**src/sv/spjq_pkg.sv**
```systemverilog
// Package for the sorted priority job queue.
// Holds the job entry type, item and result codes, and the ordering compare.
// No dependencies.
`timescale 1ns / 1ps

package spjq_pkg;

    typedef struct packed {
        logic [15:0] job_id;
        logic [7:0]  prio;
        logic [15:0] order;
    } t_job;

    typedef enum logic {
        KIND_ENQ = 1'b0,
        KIND_DEQ = 1'b1
    } t_kind;

    typedef enum logic [1:0] {
        ST_ACCEPTED = 2'd0,
        ST_FULL     = 2'd1,
        ST_DEQUEUED = 2'd2,
        ST_EMPTY    = 2'd3
    } t_status;

    // Shift controls broadcast to every cell in the chain.
    typedef struct packed {
        logic enq;
        logic deq;
    } t_cell_ctl;

    // True when job a is served before job b.
    function automatic logic goes_before(input t_job a, input t_job b);
        logic res;
        if (a.prio != b.prio) begin
            res = (a.prio > b.prio);
        end else begin
            res = (a.order < b.order);
        end
        return res;
    endfunction

endpackage

```
**src/sv/spjq_cell.sv**
```systemverilog
// One slot of the sorted job chain.
// Holds one job; on enqueue keeps, takes the new job or takes its left neighbor,
// on dequeue takes its right neighbor. Depends on spjq_pkg.
`timescale 1ns / 1ps

module spjq_cell (
    input  logic               i_clk,
    input  spjq_pkg::t_cell_ctl i_ctl,
    input  logic               i_occupied,
    input  spjq_pkg::t_job     i_new_job,
    input  spjq_pkg::t_job     i_left_job,
    input  logic               i_left_before,
    input  spjq_pkg::t_job     i_right_job,
    output spjq_pkg::t_job     o_job,
    output logic               o_before
);
    import spjq_pkg::*;

    t_job r_job;

    // New job lands here or further left when this slot is free or loses the compare.
    assign o_before = !i_occupied || goes_before(i_new_job, r_job);
    assign o_job    = r_job;

    always_ff @(posedge i_clk) begin
        if (i_ctl.enq) begin
            if (o_before) begin
                r_job <= i_left_before ? i_left_job : i_new_job;
            end
        end else if (i_ctl.deq) begin
            r_job <= i_right_job;
        end
    end

endmodule

```
**config.mk**
```make
export PLATFORM = sky130hd
export DESIGN_NAME = spjq_cell
export DESIGN_NICKNAME = d
export VERILOG_FILES = /design/src/sv/spjq_pkg.sv /design/src/sv/spjq_cell.sv
export SDC_FILE = /design/constraint.sdc
export NUM_CORES = 1
export LEC_CHECK = 0
export BUFFER_PORTS_ARGS = -buffer_cell sky130_fd_sc_hd__buf_2
export CAP_MARGIN = 25
export CORE_MARGIN = 3
export CORE_UTILIZATION = 40
export DETAILED_ROUTE_END_ITERATION = 8
export PLACE_DENSITY = 0.8
export SETUP_SLACK_MARGIN = 0.2
export SYNTH_ARGS = -nofsm -noshare
export SYNTH_HDL_FRONTEND = slang
export SYNTH_SLANG_ARGS = --single-unit
```
**constraint.sdc**
```tcl
create_clock -name i_clk -period 3.97 [get_ports i_clk]
set_clock_uncertainty 0.2 [all_clocks]
set_input_delay 0.5955 -clock i_clk [delete_from_list [all_inputs] [get_ports i_clk]]
set_output_delay 0.5955 -clock i_clk [all_outputs]
set_load 0.005 [all_outputs]
```
==> out/results.txt <==
port bufs: 165
xor and xnor area share after synthesis: 0%
Synth Area in Adders: 10.8%
GRT busiest layer: met2
Post-synth EDFFs: 40
TritonCTS Buffers: 5
Synth Area in Compound Gates: 13.0%
Area Growth Syn to Fin: 37.2%
TNS Setup: 0 ns
worst hold start: i_right_job[3]
vias per cell: 4.87
pin count of the biggest net entering global routing: 81
syn avg cell area: 10.3 sq um
Synth Register Bits: 40
DP Wirelength: 5650 um
Yosys warning total: 0
H-tree depth: 2
largest family of logic cells by synthesized area: multiplexers
mapped cell area: 0.00266 sq mm
Filler cells: 599
Worst Max-Slew Pin Slew: 0.717 ns
Fin. Hold Viols: 0
status: finished clean
Final setup viols: 0
Total Wirelength: 6870 um
DRC violation count after routing: 0
WP data required: 3.17 ns
Crit-path slowest cell: ha_1
dominant synthesized flop cell: edfxtp_1
maximum root-to-sink buffer count: 2
antenna violations before repair: 0
top cell type's share of synthesized area: 45.1%
Gates resized, CTS repair: 0
path type of the worst min-delay path: in -> reg
clock period minus worst slack: 2.79 ns
final core occ: 57.2%
final net count: 567
CP Class: in -> out
die width: 87.6 um
RSZ-0062 raised after global routing: false
startpoint type of the worst setup path: input port
Core ar.: 0.00639 sq mm
mux cell area share after synthesis: 15.0%
total power: 1100 uW
critical path's most frequent cell: buf_2
grt total ovfl: 0
die area: 0.00767 sq mm
first-pass GRT wire length: 10500 um
clk slew on worst S/H paths: 0.08 ns
Routed WL per cell: 13.9 um
post-synth top area cell: edfxtp_1
Crit Path Max Fanout: 2
Hold-fix buffers, CTS: 0
PnR worst setup slack: 1.18 ns
Synth cell types: 28
Setup WS pre-CTS: 0.929 ns
num ports: 166
Pwr per Cell Area: 302 mW/mm^2
M1 GR Usage: 19.1%
1st-iter DRT viols: 54
asr flop ratio synth: 0%
Slew headroom: 52.2%
TritonCTS clock tree: done
Multi-input gate area: 0.00133 sq mm
antenna cell count: 0
# clock sinks: 40
Cell Chain, Critical Path: buf_2 > ha_1 > nor2b_1 > o211ai_1 > a21oi_1 > o22ai_1 > nand3_1 > buf_2
drt pass-1 iters: 4
Net Count, Synth: 406
vias: 2415
GRT Total Usage: 17.7%
Max-cap violations: 0
cells after synthesis: 258
Final Max Tran Viols: 0
Worst Setup SP: i_new_job[17]
fin crit share: 70.2%
postcts setup bufs: 0
Initial Util: 41.7%
leakage power: 0.00185 uW
row cnt: 29
Antenna Violating Nets Remaining: 0
max reg flops: 40
Die Y: 87.6 um
vias in the first global route: 2324
CP endpoint kind: output pin
register area: 0.00120 sq mm
share of layout cells above drive strength 1: 43.2%
VDD IR max: 143 uV
M2 GR Usage: 34.0%
ranking of synthesized cells by area: edfxtp_1 (45%), mux2i_1 (15%), ha_1 (11%), a21oi_1 (8.8%), nor2_1 (5.9%)
met3 usage: 5.27%
critical path's largest stage delay: 0.30 ns
Root Buffer: clkbuf_8
gpl congestion: 0.770
Clk Latency, worst-skew pair: 0.29 ns
WP data arrival: 1.99 ns
R2R Path Start: o_job[7]
simple-gate share of the synthesized area: 10.5%
post-synthesis sequential area ratio: 45.1%
fmax: 0.359 GHz
[synthesized netlist by cell type (2+ instances only)]
cell,instances
nor2_1,42
nor3_1,2
mux2i_1,40
o21ai_0,5
nand4_1,2
buf_1,3
ha_1,23
nand2_1,2
inv_1,24
buf_2,4
edfxtp_1,40
and4_1,2
a21oi_1,47
clkbuf_1,7
nand3_1,2
[report_power, final]
part | switching (uW) | leakage [uW] | total, uW | internal [uW]
clock | 138 | 0.0000400 | 257 | 119
combinational | 157 | 0.00141 | 308 | 150
sequential | 16.3 | 0.000392 | 540 | 523
total | 312 | 0.00185 | 1100 | 793
[layer usage]
metal	vias up	wire [um]	part of all wire, %
met3	5	520	7.6
met4	0	39	0.57
li1	1256	-	-
met2	91	3660	53
met1	1063	2650	39
met5	-	0	0
[layout by cell type, fill, tap and decap left out, drive strengths merged, types with 2 or more instances in the layout]
cell,netlist,routed
nor2,42,42
a41oi,2,2
ha,23,23
nor3,2,2
nand3,3,3
and4,2,2
buf,7,168
clkbuf,7,5
o21ai,5,5
nand4,2,2
edfxtp,40,40
inv,24,24
a21oi,47,47
nand2,2,2
mux2i,40,40
[metrics by stage]
| stage | std cells | hold WS [ns] | cell area, sq um |
|---|---|---|---|
| finish | 496 | 0.425 | 3660 |
| global route | 496 | 0.426 | 3660 |
| CTS | 496 | 0.415 | 3660 |
| detailed placement | 489 | 0.721 | 3570 |
| global placement | 488 | 0.714 | 3550 |
| floorplan | 258 | 0.621 | 2660 |
[area by class of cell]
class                   instances  share of cell area [%]
clock buffers                   5                    1.88
clock inverters                 2                   0.342
inverters                      24                    2.46
multi-input cells             180                    36.3
flip-flops and latches         40                    32.9
well taps                      77                    2.64
repair buffers                168                    23.5
[cells by family (layout without fill, tap and decap cells)]
kind of cell               count (synthesis)  in the layout
buffers and inverters                     38            199
muxes                                     40             40
and+or+nand+nor                           58             58
DFF                                       40             40
AOI/OAI and AO/OA                         59             59
adders and majority gates                 23             23
[worst paths after layout]
check	depth (start not counted)	end	slack, ns
max	8	o_before	1.18
min	3	o_job[3]	0.43
max reg2reg	8	o_job[9]	1.30
min reg2reg	6	o_job[39]	1.20
[worst max-delay path, delay by kind of cell]
family	cells	cell delay, ns
AOI/OAI and AO/OA	3	0.58
adders and majority gates	1	0.30
buffers and inverters	2	0.26
and+or+nand+nor	2	0.25
(Power assumes the default switching activity.)
